==> src/sv/sled_pkg.sv <==
// Shared constants, tables and helper functions of the status LED animation engine.
`default_nettype none
package sled_pkg;
	localparam int MAX_LEDS    = 8;
	localparam int UPDATE_RATE = 50;
	localparam int RESULT_LIMIT = 8;
	localparam int LED_LIMIT   = (MAX_LEDS < RESULT_LIMIT) ? MAX_LEDS : RESULT_LIMIT;
	localparam int LED_AW      = (MAX_LEDS > 1) ? $clog2(MAX_LEDS) : 1;

	localparam int SLOW_PERIOD = UPDATE_RATE / 1;
	localparam int FAST_PERIOD = UPDATE_RATE / 4;
	localparam int PULSE_PERIOD = UPDATE_RATE * 2;
	localparam int HALF_PERIOD = PULSE_PERIOD / 2;
	localparam int SLOW_W  = $clog2(SLOW_PERIOD);
	localparam int FAST_W  = $clog2(FAST_PERIOD);
	localparam int PULSE_W = $clog2(PULSE_PERIOD);

	localparam logic [1:0] OP_TICK   = 2'd0;
	localparam logic [1:0] OP_STATUS = 2'd1;
	localparam logic [1:0] OP_CUSTOM = 2'd2;
	localparam logic [1:0] OP_ENABLE = 2'd3;

	localparam logic [2:0] MODE_SOLID = 3'd0;
	localparam logic [2:0] MODE_SLOW  = 3'd1;
	localparam logic [2:0] MODE_FAST  = 3'd2;
	localparam logic [2:0] MODE_PULSE = 3'd3;
	localparam logic [2:0] MODE_FLASH = 3'd4;

	localparam logic [23:0] COLOUR_WHITE = 24'hFFFFFF;
	localparam logic [23:0] COLOUR_OFF   = 24'h000000;
	localparam logic [3:0]  LEVEL_COUNT  = 4'd10;

	localparam logic [23:0] LEVEL_COLOUR [10] = '{
		24'h000000, 24'h00FF00, 24'hFFFF00, 24'hFF0000, 24'hFF0000,
		24'h0000FF, 24'h00FFFF, 24'hFF00FF, 24'hFFFFFF, 24'hFFFFFF
	};
	localparam logic [2:0] LEVEL_MODE [10] = '{
		MODE_SOLID, MODE_SOLID, MODE_SLOW, MODE_FAST, MODE_SOLID,
		MODE_SOLID, MODE_FAST, MODE_PULSE, MODE_SOLID, MODE_PULSE
	};

	typedef struct packed {
		logic        wr_en;
		logic [LED_AW-1:0] wr_addr;
		logic [23:0] wr_colour;
		logic [2:0]  wr_mode;
	} store_wr_t;

	function automatic logic [7:0] pulse_level(input logic [PULSE_W-1:0] q);
		int qi;
		int t;
		qi = int'(q);
		if (qi < HALF_PERIOD) begin
			t = qi * 255 / HALF_PERIOD;
		end else begin
			t = 255 - (qi - HALF_PERIOD) * 255 / HALF_PERIOD;
		end
		return 8'(50 + t * 205 / 255);
	endfunction
endpackage
`default_nettype wire

==> src/sv/sled_intf.sv <==
// Handshake channel interfaces for items, results and the configuration write.
`default_nettype none
interface sled_item_if;
	logic        valid;
	logic        ready;
	logic [1:0]  op;
	logic [3:0]  led_index;
	logic [3:0]  status_level;
	logic [23:0] custom_rgb;
	logic [2:0]  animation;
	logic        enable_flag;
	modport source(output valid, op, led_index, status_level, custom_rgb, animation,
		enable_flag, input ready);
	modport sink(input valid, op, led_index, status_level, custom_rgb, animation,
		enable_flag, output ready);
endinterface

interface sled_result_if;
	logic       valid;
	logic       ready;
	logic [2:0] out_index;
	logic [7:0] red;
	logic [7:0] green;
	logic [7:0] blue;
	logic       last_led;
	modport source(output valid, out_index, red, green, blue, last_led, input ready);
	modport sink(input valid, out_index, red, green, blue, last_led, output ready);
endinterface

interface sled_cfg_if;
	logic       valid;
	logic       ready;
	logic [3:0] active_leds;
	modport source(output valid, active_leds, input ready);
	modport sink(input valid, active_leds, output ready);
endinterface
`default_nettype wire

==> src/sv/status_led_animation_engine_top.sv <==
// Top level of the status LED animation engine: sequencer, phase counters and output register.
// A tick while enabled, or a disable, walks the LEDs in use one after another through a single
// shared 8x8 scaling multiplier: each LED passes through store read, level select, then red,
// green and blue through the multiplier, then the output load, which waits while the result
// side stalls. Items are not taken while a frame is being walked. The animation phase is held
// as three counters modulo the slow blink, fast blink and pulse periods, advanced per tick
// while enabled.
`default_nettype none
module status_led_animation_engine_top (
	input  wire logic  clk,
	input  wire logic  arst_n,
	sled_item_if.sink  item,
	sled_result_if.source result,
	sled_cfg_if.sink   cfg
);
	localparam logic [2:0] ST_IDLE = 3'd0;
	localparam logic [2:0] ST_RD   = 3'd1;
	localparam logic [2:0] ST_FAC  = 3'd2;
	localparam logic [2:0] ST_MR   = 3'd3;
	localparam logic [2:0] ST_MG   = 3'd4;
	localparam logic [2:0] ST_MB   = 3'd5;
	localparam logic [2:0] ST_EM   = 3'd6;

	logic [2:0] state_q;
	logic [3:0] active_leds_q;
	logic       en_q;
	logic       blank_q;
	logic [2:0] idx_q;
	logic [sled_pkg::SLOW_W-1:0]  slow_q;
	logic [sled_pkg::FAST_W-1:0]  fast_q;
	logic [sled_pkg::PULSE_W-1:0] pulse_q;
	logic [7:0]  factor_q;
	logic [23:0] colour_q;
	logic [7:0]  red_q;
	logic [7:0]  green_q;
	logic        out_valid_q;
	logic [2:0]  out_index_q;
	logic [7:0]  out_red_q;
	logic [7:0]  out_green_q;
	logic [7:0]  out_blue_q;
	logic        out_last_q;

	logic [3:0]  n_use;
	logic        item_acc;
	logic        addr_ok;
	logic        start_frame;
	logic        is_last;
	logic        out_free;
	logic [23:0] rd_colour;
	logic [2:0]  rd_mode;
	logic [7:0]  chan;
	logic [7:0]  scaled_q;
	logic [7:0]  factor_d;
	logic [7:0]  pulse_tab [sled_pkg::PULSE_PERIOD];
	sled_pkg::store_wr_t wr;

	for (genvar g = 0; g < sled_pkg::PULSE_PERIOD; g++) begin : g_pulse
		localparam logic [7:0] PULSE_LVL = sled_pkg::pulse_level(sled_pkg::PULSE_W'(g));
		assign pulse_tab[g] = PULSE_LVL;
	end

	assign n_use = (active_leds_q > 4'(sled_pkg::LED_LIMIT)) ? 4'(sled_pkg::LED_LIMIT)
		: active_leds_q;
	assign item.ready = (state_q == ST_IDLE);
	assign cfg.ready  = 1'b1;
	assign item_acc   = item.valid && item.ready;
	assign addr_ok    = item.led_index < n_use;
	assign is_last    = (4'(idx_q) + 4'd1) == n_use;
	assign out_free   = !out_valid_q || result.ready;

	always_comb begin
		start_frame = 1'b0;
		if (item_acc && n_use != 4'd0) begin
			unique case (item.op)
				sled_pkg::OP_TICK:   start_frame = en_q;
				sled_pkg::OP_ENABLE: start_frame = !item.enable_flag;
				default:             start_frame = 1'b0;
			endcase
		end
	end

	always_comb begin
		wr.wr_en     = 1'b0;
		wr.wr_addr   = sled_pkg::LED_AW'(item.led_index);
		wr.wr_colour = item.custom_rgb;
		wr.wr_mode   = item.animation;
		if (item_acc && addr_ok) begin
			unique case (item.op)
				sled_pkg::OP_STATUS: begin
					wr.wr_en = 1'b1;
					if (item.status_level < sled_pkg::LEVEL_COUNT) begin
						wr.wr_colour = sled_pkg::LEVEL_COLOUR[item.status_level];
						wr.wr_mode   = sled_pkg::LEVEL_MODE[item.status_level];
					end else begin
						wr.wr_colour = sled_pkg::COLOUR_OFF;
						wr.wr_mode   = sled_pkg::MODE_SOLID;
					end
				end
				sled_pkg::OP_CUSTOM: wr.wr_en = 1'b1;
				default:             wr.wr_en = 1'b0;
			endcase
		end
	end

	sled_store u_store (
		.clk      (clk),
		.arst_n   (arst_n),
		.wr       (wr),
		.rd_addr  (sled_pkg::LED_AW'(idx_q)),
		.rd_colour(rd_colour),
		.rd_mode  (rd_mode)
	);

	always_comb begin
		if (blank_q) begin
			factor_d = 8'd0;
		end else begin
			unique case (rd_mode)
				sled_pkg::MODE_SLOW:
					factor_d = (slow_q < sled_pkg::SLOW_W'(sled_pkg::SLOW_PERIOD / 2))
						? 8'd255 : 8'd0;
				sled_pkg::MODE_FAST:
					factor_d = (fast_q < sled_pkg::FAST_W'(sled_pkg::FAST_PERIOD / 2))
						? 8'd255 : 8'd0;
				sled_pkg::MODE_PULSE: factor_d = pulse_tab[pulse_q];
				sled_pkg::MODE_FLASH: factor_d = 8'd0;
				default:              factor_d = 8'd255;
			endcase
		end
	end

	always_comb begin
		unique case (state_q)
			ST_MR:   chan = colour_q[23:16];
			ST_MG:   chan = colour_q[15:8];
			default: chan = colour_q[7:0];
		endcase
	end

	sled_scale u_scale (
		.clk     (clk),
		.chan    (chan),
		.level   (factor_q),
		.scaled_q(scaled_q)
	);

	always_ff @(posedge clk or negedge arst_n) begin
		if (!arst_n) begin
			active_leds_q <= 4'd8;
		end else if (cfg.valid && cfg.ready) begin
			active_leds_q <= cfg.active_leds;
		end
	end

	always_ff @(posedge clk or negedge arst_n) begin
		if (!arst_n) begin
			state_q <= ST_IDLE;
			en_q    <= 1'b1;
			blank_q <= 1'b0;
			idx_q   <= '0;
			slow_q  <= '0;
			fast_q  <= '0;
			pulse_q <= '0;
			out_valid_q <= 1'b0;
		end else begin
			if (state_q == ST_EM && out_free) begin
				out_valid_q <= 1'b1;
			end else if (result.valid && result.ready) begin
				out_valid_q <= 1'b0;
			end
			unique case (state_q)
				ST_IDLE: begin
					if (item_acc && item.op == sled_pkg::OP_TICK && en_q) begin
						slow_q  <= (slow_q == sled_pkg::SLOW_W'(sled_pkg::SLOW_PERIOD - 1))
							? '0 : slow_q + 1'b1;
						fast_q  <= (fast_q == sled_pkg::FAST_W'(sled_pkg::FAST_PERIOD - 1))
							? '0 : fast_q + 1'b1;
						pulse_q <= (pulse_q == sled_pkg::PULSE_W'(sled_pkg::PULSE_PERIOD - 1))
							? '0 : pulse_q + 1'b1;
					end
					if (item_acc && item.op == sled_pkg::OP_ENABLE) begin
						en_q <= item.enable_flag;
					end
					if (start_frame) begin
						blank_q <= (item.op == sled_pkg::OP_ENABLE);
						idx_q   <= '0;
						state_q <= ST_RD;
					end
				end
				ST_RD:  state_q <= ST_FAC;
				ST_FAC: state_q <= ST_MR;
				ST_MR:  state_q <= ST_MG;
				ST_MG:  state_q <= ST_MB;
				ST_MB:  state_q <= ST_EM;
				ST_EM: begin
					if (out_free) begin
						if (is_last) begin
							state_q <= ST_IDLE;
						end else begin
							idx_q   <= idx_q + 3'd1;
							state_q <= ST_RD;
						end
					end
				end
				default: state_q <= ST_IDLE;
			endcase
		end
	end

	always_ff @(posedge clk) begin
		if (state_q == ST_FAC) begin
			factor_q <= factor_d;
			colour_q <= rd_colour;
		end
		if (state_q == ST_MG) begin
			red_q <= scaled_q;
		end
		if (state_q == ST_MB) begin
			green_q <= scaled_q;
		end
		if (state_q == ST_EM && out_free) begin
			out_index_q <= idx_q;
			out_red_q   <= red_q;
			out_green_q <= green_q;
			out_blue_q  <= scaled_q;
			out_last_q  <= is_last;
		end
	end

	assign result.valid     = out_valid_q;
	assign result.out_index = out_index_q;
	assign result.red       = out_red_q;
	assign result.green     = out_green_q;
	assign result.blue      = out_blue_q;
	assign result.last_led  = out_last_q;
endmodule
`default_nettype wire

==> src/sv/sled_store.sv <==
// Per-LED colour and mode registers with one write port and a registered read port.
`default_nettype none
module sled_store (
	input  wire logic                      clk,
	input  wire logic                      arst_n,
	input  wire sled_pkg::store_wr_t       wr,
	input  wire logic [sled_pkg::LED_AW-1:0] rd_addr,
	output logic [23:0]                    rd_colour,
	output logic [2:0]                     rd_mode
);
	logic [23:0] colour_q [sled_pkg::MAX_LEDS];
	logic [2:0]  mode_q   [sled_pkg::MAX_LEDS];

	always_ff @(posedge clk or negedge arst_n) begin
		if (!arst_n) begin
			for (int i = 0; i < sled_pkg::MAX_LEDS; i++) begin
				colour_q[i] <= sled_pkg::COLOUR_WHITE;
				mode_q[i]   <= sled_pkg::MODE_PULSE;
			end
		end else if (wr.wr_en) begin
			colour_q[wr.wr_addr] <= wr.wr_colour;
			mode_q[wr.wr_addr]   <= wr.wr_mode;
		end
	end

	always_ff @(posedge clk) begin
		rd_colour <= colour_q[rd_addr];
		rd_mode   <= mode_q[rd_addr];
	end
endmodule
`default_nettype wire

==> src/sv/sled_scale.sv <==
// Shared 8x8 scaling unit: registered channel times level divided by 255.
`default_nettype none
module sled_scale (
	input  wire logic       clk,
	input  wire logic [7:0] chan,
	input  wire logic [7:0] level,
	output logic [7:0]      scaled_q
);
	logic [15:0] prod;
	logic [16:0] adj;

	assign prod = 16'(chan) * 16'(level);
	assign adj  = {1'b0, prod} + 17'(prod[15:8]) + 17'd1;

	always_ff @(posedge clk) begin
		scaled_q <= adj[15:8];
	end
endmodule
`default_nettype wire

==> src/flat_wrapper.sv <==
// flat-port wrapper written by rule: the top's interface ports become plain ports
module status_led_animation_engine_top_flat 
  (clk, arst_n, item_valid, item_op, item_led_index, item_status_level, item_custom_rgb, item_animation, item_enable_flag, item_ready, result_valid, result_out_index, result_red, result_green, result_blue, result_last_led, result_ready, cfg_valid, cfg_active_leds, cfg_ready);
  sled_item_if item_i ();
  sled_result_if result_i ();
  sled_cfg_if cfg_i ();
  input  wire logic clk;
  input  wire logic arst_n;
  input wire logic [$bits(item_i.valid)-1:0] item_valid;
  input wire logic [$bits(item_i.op)-1:0] item_op;
  input wire logic [$bits(item_i.led_index)-1:0] item_led_index;
  input wire logic [$bits(item_i.status_level)-1:0] item_status_level;
  input wire logic [$bits(item_i.custom_rgb)-1:0] item_custom_rgb;
  input wire logic [$bits(item_i.animation)-1:0] item_animation;
  input wire logic [$bits(item_i.enable_flag)-1:0] item_enable_flag;
  output wire logic [$bits(item_i.ready)-1:0] item_ready;
  output wire logic [$bits(result_i.valid)-1:0] result_valid;
  output wire logic [$bits(result_i.out_index)-1:0] result_out_index;
  output wire logic [$bits(result_i.red)-1:0] result_red;
  output wire logic [$bits(result_i.green)-1:0] result_green;
  output wire logic [$bits(result_i.blue)-1:0] result_blue;
  output wire logic [$bits(result_i.last_led)-1:0] result_last_led;
  input wire logic [$bits(result_i.ready)-1:0] result_ready;
  input wire logic [$bits(cfg_i.valid)-1:0] cfg_valid;
  input wire logic [$bits(cfg_i.active_leds)-1:0] cfg_active_leds;
  output wire logic [$bits(cfg_i.ready)-1:0] cfg_ready;
  assign item_i.valid = item_valid;
  assign item_i.op = item_op;
  assign item_i.led_index = item_led_index;
  assign item_i.status_level = item_status_level;
  assign item_i.custom_rgb = item_custom_rgb;
  assign item_i.animation = item_animation;
  assign item_i.enable_flag = item_enable_flag;
  assign item_ready = item_i.ready;
  assign result_valid = result_i.valid;
  assign result_out_index = result_i.out_index;
  assign result_red = result_i.red;
  assign result_green = result_i.green;
  assign result_blue = result_i.blue;
  assign result_last_led = result_i.last_led;
  assign result_i.ready = result_ready;
  assign cfg_i.valid = cfg_valid;
  assign cfg_i.active_leds = cfg_active_leds;
  assign cfg_ready = cfg_i.ready;
  status_led_animation_engine_top u_core (.clk(clk), .arst_n(arst_n), .item(item_i), .result(result_i), .cfg(cfg_i));
endmodule
==> config.mk <==
export PLATFORM = sky130hd
export DESIGN_NAME = status_led_animation_engine_top_flat
export DESIGN_NICKNAME = d
export VERILOG_FILES = /design/src/sv/sled_pkg.sv /design/src/sv/sled_intf.sv /design/src/sv/status_led_animation_engine_top.sv /design/src/sv/sled_store.sv /design/src/sv/sled_scale.sv /design/src/flat_wrapper.sv
export SDC_FILE = /design/constraint.sdc
export NUM_CORES = 1
export LEC_CHECK = 0
export ABC_AREA = 1
export ABC_CLOCK_PERIOD_IN_PS = 12600
export BUFFER_PORTS_ARGS = -buffer_cell sky130_fd_sc_hd__buf_2
export CAP_MARGIN = 20
export CORE_ASPECT_RATIO = 1.5
export CORE_MARGIN = 5
export CORE_UTILIZATION = 35
export CTS_CLUSTER_SIZE = 24
export DETAILED_ROUTE_END_ITERATION = 12
export PLACE_DENSITY = 0.61
export SKIP_LAST_GASP = 1
export SLEW_MARGIN = 20
export SYNTH_ARGS = -nofsm -noshare
export SYNTH_HDL_FRONTEND = slang
export SYNTH_SLANG_ARGS = --single-unit
==> constraint.sdc <==
create_clock -name clk -period 12.6 [get_ports clk]
set_input_delay 2.52 -clock clk [delete_from_list [all_inputs] [get_ports clk]]
set_output_delay 2.52 -clock clk [all_outputs]
set_load 0.01 [all_outputs]
==> impl_metrics.ini, run 1 <==
[outcome]
outcome = finished, final reports clean

[placed_design]
dp_hpwl_microns = 30500
gp_congestion = 0.862
io_buffer_count = 76
numPlacedInstances = 2783

[logic_synthesis]
ys_top_cells_by_area = dfstp_2 30%, edfxtp_1 12%, o21ai_0 9.2%
async_flop_share_pct = 68.9
ys.warnings.count = 0
synth_commonest_cells = 361 x nand2_1, 341 x o21ai_0, 279 x nor2_1
synth-edff-count = 76
synth-seq-area-share_pct = 50.8
synth.avg_cell_area_sq_um = 8.82
syn_inst = 2098
netlist_area_sq_mm = 0.0185
yosysTopAreaCellShare_pct = 29.8
syn_nets = 2251
synth_cell_types = 55
yosysMostFrequentCell = nand2_1
postSynthRegisterBits = 357
synth_top_flop_cell = dfstp_2
yosys.area.top_type = dfstp_2

[die]
num_rows = 103
die_h_microns = 292
coreArea_sq_mm = 0.0526
fp.dieW_microns = 198
ios = 78
dieArea_sq_mm = 0.0577
initial_core_util_pct = 35.2

[job]
drv_cap = 0

[grt]
grt_max_degree = 106
grt_pass1_vias = 14700
grt-ovfl-total = 0
antenna_found_initial = 0
grtUsageTotal_pct = 16.1
grt_pass1_wl_microns = 76100

[worst_setup_path]
worstSetupStartpointType = flop
crit_top_cell = nand2_1
cp.arrival_ns = 7.48
cp-end-kind = flop
max_stage_delay_ns = 0.84
timing_worst_setup_path_type = reg -> reg
critPathMaxFanout = 15
cp.required_ns = 13.01
cpMaxStageDelayCell = a221oi_2

[layout]
multi_input_area_sq_mm = 0.00782
seqCellArea_sq_mm = 0.00941
nNetsFinal = 2292
drive_above_1_share_pct = 19.8
final_cells = 2849
antenna_cells = 0
area_growth_pct = 11.8
nFillCells = 5322

[route]
vias_per_cell = 5.05
dr.pass1.iters = 7
wire_per_inst_microns = 16.4
vias = 14400
wl_microns = 46700
ant_nets = 0
drc = 0
drt_iter0_markers = 989

[clocking]
ctsRootBufferMaster = clkbuf_16
tritoncts = done
numCtsBuffers = 36
cts.clk_slew.worst_paths_ns = 0.06
cts_hold_buf = 0
cts_htree_levels = 2
clock_sinks = 357
cts_setup_buffers = 0
max-clock-path-buffers = 3
cts.repair.resized = 0
insertion_delay_ns = 0.53

[timing]
fin_tns_setup_ns = 0
period_minus_slack_ns = 7.06
hold_viol = 0
finalSetupViolations = 0
slew_headroom_pct = 34.6
finalCritPeriodShare_pct = 56.1
rsz0062_at_grt = no
worst_pin_slew_ns = 0.973
slew_viol_final = 0
skew_ns = 0.0183
fmax_ghz = 0.142

[hold_path]
hp-class = reg -> reg
==> through the flow <==
step,utilization (%),setup WS [ns],hold WS (ns),area (sq um)
global route,39.4,4.89,0.402,20700
global placement,37.1,5.61,0.388,19500
CTS,39.3,5.47,0.398,20700
finish,39.4,5.54,0.399,20700
floorplan,-,6.55,0.386,18500
detailed placement,37.1,5.49,0.389,19500
==> routing by layer <==
metal  wire, microns  GRT usage (%)  vias up
li1                -              -     6999
met1           18900           19.2     6944
met2           24000           29.1      336
met3            1890           1.97      111
met4            1940           6.82        0
met5               0              0        -
==> cell type report <==
cell class | count | share of cell area (%)
clock buffer | 58 | 5.31
clock inverter | 8 | 0.411
inverter | 241 | 4.37
multi-input combinational | 1409 | 37.8
sequential | 357 | 45.5
tap | 682 | 4.12
timing repair buffer | 94 | 2.56
==> worst max-delay path: cells and delay by family (launching register included) <==
family          cells  cell delay (ns)
buf+inv             7             0.88
flops               1             0.51
simple gates       18             1.77
compound gates      2             1.02
fa+ha+maj           6             2.76
==> cells in the final DEF (no fill, tap or decap), types with 35 or more instances in the layout <==
cell type,instances
dfxtp_1,35
clkbuf_16,38
ha_1,70
fa_1,36
nor2_1,277
a21oi_1,69
dfstp_2,210
nand2_1,360
buf_2,75
nand3_1,56
o21ai_0,341
inv_1,225
edfxtp_1,76
==> flip-flops by register name, summed over array words and instances (netlist names) <==
register	count
u_core.u_store.colour_q	192
u_core.colour_q	24
u_core.u_store.mode_q	24
u_core.u_store.rd_colour	24
u_core.factor_q	8
u_core.green_q	8
u_core.red_q	8
u_core.result.blue	8
u_core.result.green	8
u_core.result.red	8
u_core.u_scale.scaled_q	8
u_core.pulse_q	7
u_core.slow_q	6
u_core.active_leds_q	4
u_core.fast_q	4
u_core.idx_q	3
u_core.result.out_index	3
u_core.state_q	3
u_core.u_store.rd_mode	3
u_core.blank_q	1
u_core.en_q	1
u_core.result.last_led	1
u_core.result.valid	1
==> cells by family (layout without fill, tap and decap cells) <==
kind of cell	count (synthesis)	in the layout	synth area share, %
mux	4	4	0.243
buf+inv	332	401	7.03
flops	357	357	50.8
xor+xnor	10	10	0.514
compound gates	538	538	16.0
simple gates	750	750	16.7
other cells	1	1	0.0203
fa+ha+maj	106	106	8.63
==> final timing paths <==
path / startpoint / to / slack, ns / cells after the start
worst max-delay path: u_core.state_q[0] / u_core.u_scale.scaled_q[7] / 5.54 / 33
worst min-delay path: u_core.u_store.rd_colour[22] / u_core.colour_q[22] / 0.40 / 0
worst max register to register: u_core.state_q[0] / u_core.u_scale.scaled_q[7] / 5.54 / 33
worst min register to register: u_core.u_store.rd_colour[22] / u_core.colour_q[22] / 0.40 / 0
max in group asynchronous: arst_n / u_core.idx_q[0] / 9.24 / 2
min in group asynchronous: arst_n / u_core.state_q[1] / 2.09 / 1
Power of run 1 is left out: the tool's default activity adds up to more than one toggle a clock period on the data nets, which glitch-free logic cannot reach.
==> inputs of run 2 (changes only) <==
--- a/config.mk
+++ b/config.mk
@@ -6,7 +6,7 @@
 export NUM_CORES = 1
 export LEC_CHECK = 0
 export ABC_AREA = 1
-export ABC_CLOCK_PERIOD_IN_PS = 12600
+export ABC_CLOCK_PERIOD_IN_PS = 7200
 export BUFFER_PORTS_ARGS = -buffer_cell sky130_fd_sc_hd__buf_2
 export CAP_MARGIN = 20
 export CORE_ASPECT_RATIO = 1.5
==> constraint.sdc (replaced) <==
create_clock -name clk -period 7.2 [get_ports clk]
set_input_delay 1.44 -clock clk [delete_from_list [all_inputs] [get_ports clk]]
set_output_delay 1.44 -clock clk [all_outputs]
set_load 0.01 [all_outputs]
==> run 2 against run 1 <==
  * Design area up 0.41%
  * Routed wire length increased by 0.11%
  * Flip-flop and latch count stayed put
  * Worst setup slack lost 4.9 ns
  * Critical path type unchanged
==> impl_metrics.ini, run 2 (synthesis results as in run 1) <==
[clocking]
insertion_delay_ns = 0.55
tritoncts = done
cts.clk_slew.worst_paths_ns = 0.06
ctsRootBufferMaster = clkbuf_16
max-clock-path-buffers = 3
numCtsBuffers = 37
clock_sinks = 357
cts_htree_levels = 2
cts_hold_buf = 0

[die]
die_h_microns = 292
num_rows = 103
coreArea_sq_mm = 0.0526
fp.dieW_microns = 198
ios = 78
dieArea_sq_mm = 0.0577
initial_core_util_pct = 35.2

[worst_setup_path]
rr_startpoint = u_core.state_q[0]
path_delay_family = adder cells
rr_worst_depth = 33
crit_top_cell = nand2_1
reg2reg_slack_ns = 0.66
cp-end-kind = flop
critPathMaxFanout = 9
worstSetupStartpointType = flop
cpMaxStageDelayCell = fa_1
max_stage_delay_ns = 0.55
worst-path-buf-inv = 7
cp.required_ns = 7.63
cp.arrival_ns = 6.97
r2r_end = u_core.u_scale.scaled_q[7]
timing_worst_setup_path_type = reg -> reg

[placed_design]
io_buffer_count = 76
dp_hpwl_microns = 30400
gp_congestion = 0.847

[layout]
antenna_cells = 0
seqCellArea_sq_mm = 0.00941
multi_input_area_sq_mm = 0.00786
layout_common_cells = 360 x nand2_1, 341 x o21ai_0, 278 x nor2_1
area_growth_pct = 12.3
drive_above_1_share_pct = 20.1
final_common_cell = nand2_1
nFillCells = 5324
largest_register = u_core.u_store.colour_q
largest_reg_flops = 192
nNetsFinal = 2294

[hold_path]
whs_path_depth = 0
hold_end = u_core.colour_q[19]
hp-class = reg -> reg
min_from = u_core.u_store.rd_colour[19]

[route]
drt_iter0_markers = 859
wire_per_inst_microns = 16.4
dr.pass1.iters = 5
drc = 0
wl_microns = 46800
vias = 14400
vias_per_cell = 5.06
ant_nets = 0

[job]
drv_cap = 0

[outcome]
outcome = finished, final reports clean

[timing]
period_minus_slack_ns = 6.54
fin_tns_setup_ns = 0
finalSetupViolations = 0
slew_headroom_pct = 33.1
hold_viol = 0
skew_ns = 0.0253
finalCritPeriodShare_pct = 90.8
rsz0062_at_grt = no
worst_pin_slew_ns = 0.995
slew_viol_final = 0
fmax_ghz = 0.153

[grt]
grt_max_degree = 165
antenna_found_initial = 0
grtUsageTotal_pct = 16.1
grt-ovfl-total = 0
grt_pass1_vias = 14600
grt_pass1_wl_microns = 75700
## run 2: worst max path at each step
stage                      startpoint                          to  slack [ns]  depth (start not counted)
floorplan           u_core.state_q[0]  u_core.u_scale.scaled_q[7]        1.15                         33
global placement    u_core.state_q[0]  u_core.u_scale.scaled_q[7]        0.73                         31
detailed placement  u_core.state_q[0]  u_core.u_scale.scaled_q[7]        0.60                         31
CTS                 u_core.state_q[0]  u_core.u_scale.scaled_q[7]        0.57                         31
global route        u_core.state_q[0]  u_core.u_scale.scaled_q[7]        0.01                         33
finish              u_core.state_q[0]  u_core.u_scale.scaled_q[7]        0.66                         33
## run 2: worst reg2reg max path, delay by kind of cell (launching register included)
kind,cells,cell delay [ns]
AND/OR/NAND/NOR,18,1.66
adder cells (fa/ha/maj),6,2.75
AO/OA/AOI/OAI,2,0.67
flip-flops,1,0.52
buffers and inverters,7,0.82
## run 2: area by class of cell
type                    instances  area share (%)
repair buffers                 95            2.63
clock buffers                  55            5.27
inverters                     241            4.35
clock inverters                13           0.542
flip-flops and latches        357            45.3
well taps                     682            4.11
multi-input cells            1409            37.8
## run 2: metal layers
metal  global-route usage (%)  wire, microns  part of all wire, %
met3                     1.80           1820                  3.9
met4                     6.99           1880                  4.0
met5                        0              0                    0
met1                     19.5          19300                   41
met2                     28.7          23700                   51
## run 2: repair_timing
item	in CTS	in global routing
endpoints found under the setup margin	0	2
resized for setup	0	7
setup buffers	0	0
## run 2: through the flow
| stage | hold WS, ns | worst slack (ns) | utilization (%) | area (sq um) | instances |
|---|---|---|---|---|---|
| detailed placement | 0.392 | 0.599 | 37.1 | 19500 | 2784 |
| finish | 0.395 | 0.661 | 39.5 | 20800 | 2852 |
| CTS | 0.388 | 0.573 | 39.4 | 20700 | 2852 |
| global placement | 0.389 | 0.732 | 37.1 | 19500 | 2784 |
| floorplan | 0.386 | 1.15 | - | 18500 | 2098 |
| global route | 0.404 | 0.0137 | 39.5 | 20800 | 2852 |
Power of run 2 is left out for the same reason.
==> inputs of run 3 (changes only) <==
--- a/config.mk
+++ b/config.mk
@@ -5,7 +5,6 @@
 export SDC_FILE = /design/constraint.sdc
 export NUM_CORES = 1
 export LEC_CHECK = 0
-export ABC_AREA = 1
 export ABC_CLOCK_PERIOD_IN_PS = 7200
 export BUFFER_PORTS_ARGS = -buffer_cell sky130_fd_sc_hd__buf_2
 export CAP_MARGIN = 20
@@ -15,6 +14,7 @@
 export CTS_CLUSTER_SIZE = 24
 export DETAILED_ROUTE_END_ITERATION = 12
 export PLACE_DENSITY = 0.61
+export SETUP_SLACK_MARGIN = 0.3
 export SKIP_LAST_GASP = 1
 export SLEW_MARGIN = 20
 export SYNTH_ARGS = -nofsm -noshare
==> run 3 against run 2 <==
  * Register-to-register slack gained 0.02 ns
  * Flip-flop and latch count is the same
  * Sequential share of layout area grew 0.62 points
  * Die area shrank 2.7%
  * Design area shrank 1.3%
  * Synthesized cell count shrank 23%
  * Critical path type unchanged
  * Largest cell class unchanged
  * Highest routed layer unchanged
==> impl_metrics.ini, run 3 <==
[logic_synthesis]
syn_nets = 1759
synthAdderAreaFrac_pct = 8.88
synthXorXnorAreaFrac_pct = 1.27
synth_cell_types = 73
synth_compound_area_share_pct = 12.5
netlist_area_sq_mm = 0.0180
postSynthRegisterBits = 357
ys.warnings.count = 0
async_flop_share_pct = 68.9
synth_top_family_by_area = compound AO/OA/AOI/OAI gates
yosys.area.top_type = dfstp_2
ys_top_cells_by_area = dfstp_2 31%, edfxtp_1 13%, mux4_2 6.9%
synth_top_flop_cell = dfstp_2
synth_commonest_cells = 237 x a21oi_1, 210 x dfstp_2, 210 x nor2_1
synth.avg_cell_area_sq_um = 11.2
synth_mux_area_share_pct = 10.1
synthSimpleGateAreaFrac_pct = 11.1
synth-seq-area-share_pct = 52.3
synth-edff-count = 76
yosysMostFrequentCell = a21oi_1
syn_inst = 1606
yosysTopAreaCellShare_pct = 30.7

[timing]
slew_headroom_pct = 33.7
fmax_ghz = 0.153
fin_ws_ns = 0.684
period_minus_slack_ns = 6.52
slew_viol_final = 0
finalSetupViolations = 0
rsz0062_at_grt = no
hold_viol = 0
worst_pin_slew_ns = 0.995
skew_ns = 0.0109
finalCritPeriodShare_pct = 90.5

[die]
num_rows = 101
fp.dieW_microns = 195
coreArea_sq_mm = 0.0508
die_h_microns = 288
dieArea_sq_mm = 0.0561
ios = 78
initial_core_util_pct = 35.4

[route]
wire_per_inst_microns = 17.1
drt_iter0_markers = 604
vias_per_cell = 5.10
wl_microns = 40500
ant_nets = 0
drc = 0
dr.pass1.iters = 6
vias = 12100

[grt]
antenna_found_initial = 0
grt-ovfl-total = 0
grtUsageTotal_pct = 14.3
grt_pass1_vias = 12400
grt_max_degree = 89
grt_pass1_wl_microns = 65900

[clocking]
tritoncts = done
insertion_delay_ns = 0.53
clock_sinks = 357
ctsRootBufferMaster = clkbuf_16
cts_htree_levels = 2
max-clock-path-buffers = 3
numCtsBuffers = 37
cts_hold_buf = 0
cts.clk_slew.worst_paths_ns = 0.06

[worst_setup_path]
worstSetupStartpointType = flop
rr_startpoint = u_core.state_q[2]
r2r_end = u_core.u_scale.scaled_q[2]
cp-end-kind = flop
timing_worst_setup_path_type = reg -> reg
reg2reg_slack_ns = 0.68
critPathMaxFanout = 9
rr_worst_depth = 24
cp.arrival_ns = 6.93
cp.required_ns = 7.61

[layout]
drive_above_1_share_pct = 30.7
largest_register = u_core.u_store.colour_q
largest_reg_flops = 192
area_growth_pct = 14.1
layout_common_cells = 233 x a21oi_1, 210 x dfstp_2, 208 x nor2_1
nNetsFinal = 1829
antenna_cells = 0
nFillCells = 4878
final_common_cell = a21oi_1

[job]
drv_cap = 0

[placed_design]
dp_hpwl_microns = 26600
gp_congestion = 0.878
pre_cts_ws_ns = -0.00564
io_buffer_count = 76

[outcome]
outcome = finished, final reports clean

[hold_path]
hold_end = u_core.colour_q[8]
min_from = u_core.u_store.rd_colour[8]
hp-class = reg -> reg
whs_path_depth = 0
## run 3: cell types whose count changed after synthesis, sizes merged, moves of 55 or more
cell   before  now
nor2      284  211
mux4        0   55
o21ai     360   96
nand2     364   95
a21oi      90  241
inv       238   83
## run 3: worst max-delay path, cell delays in order (launching register included)
cell and delay [ns]:
dfrtp_2 0.45, nand3b_1 0.25, o21ai_4 0.17, o22ai_1 0.16
a21oi_1 0.50, and2_1 0.23, fa_1 0.44, fa_1 0.48
fa_1 0.54, inv_1 0.05, fa_1 0.52, inv_1 0.04
ha_1 0.33, o21ai_0 0.11, nand2b_1 0.10, o31ai_2 0.07
o21ai_0 0.22, xnor2_1 0.19, ha_1 0.29, a2111o_1 0.41
o311a_1 0.33, o21ai_0 0.20, o21ai_2 0.13, nand3_1 0.11
xnor2_1 0.06
## run 3: metrics by stage
step                hold WS (ns)   TNS, ns  utilization (%)  cells  instance area [sq um]
floorplan                  0.386         0                -   1606                  18000
global placement           0.387         0             37.6   2293                  19100
detailed placement         0.390  -0.00564             37.6   2293                  19100
CTS                        0.405         0             40.0   2361                  20300
global route               0.409         0             40.4   2373                  20500
finish                     0.404         0             40.4   2373                  20500
## run 3: metal layers
metal | global-route usage [%] | share of wire, % | vias to the layer above
met4 | 3.86 | 2.2 | 0
met2 | 26.5 | 53 | 269
met1 | 17.4 | 41 | 6009
li1 | - | - | 5755
met3 | 1.94 | 3.9 | 66
met5 | 0 | 0 | -
## run 3: cells by family (layout without fill, tap and decap cells)
group           after synthesis  after routing
compound gates              405            405
fa+ha+maj                   106            106
mux                         106            106
buf+inv                     171            269
other cells                   1              1
flops                       357            357
xor+xnor                     26             26
simple gates                434            434
## run 3: cell type report
type	count	area, sq um	share of cell area (%)
Clock inverter	21	248	1.21
Timing Repair Buffer	119	722	3.52
Tap cell	669	837	4.08
Multi-Input combinational cell	1078	8000	39.0
Clock buffer	46	980	4.78
Inverter	83	312	1.52
Sequential cell	357	9410	45.9
## run 3: repair_timing
action,CTS,global route
setup buffers,1,12
pin swaps,1,8
gates resized for setup,6,14
endpoints found under the setup margin,8,8
## run 3: worst max-delay path by stage
stage                                 endpoint         startpoint  slack, ns
detailed placement  u_core.u_scale.scaled_q[4]  u_core.state_q[2]     -0.006
finish              u_core.u_scale.scaled_q[2]  u_core.state_q[2]       0.68
global route        u_core.u_scale.scaled_q[4]  u_core.state_q[2]       0.31
floorplan           u_core.u_scale.scaled_q[4]  u_core.state_q[1]       0.37
global placement    u_core.u_scale.scaled_q[4]  u_core.state_q[2]       0.12
CTS                 u_core.u_scale.scaled_q[2]  u_core.state_q[1]       0.38
Power of run 3 is left out for the same reason.
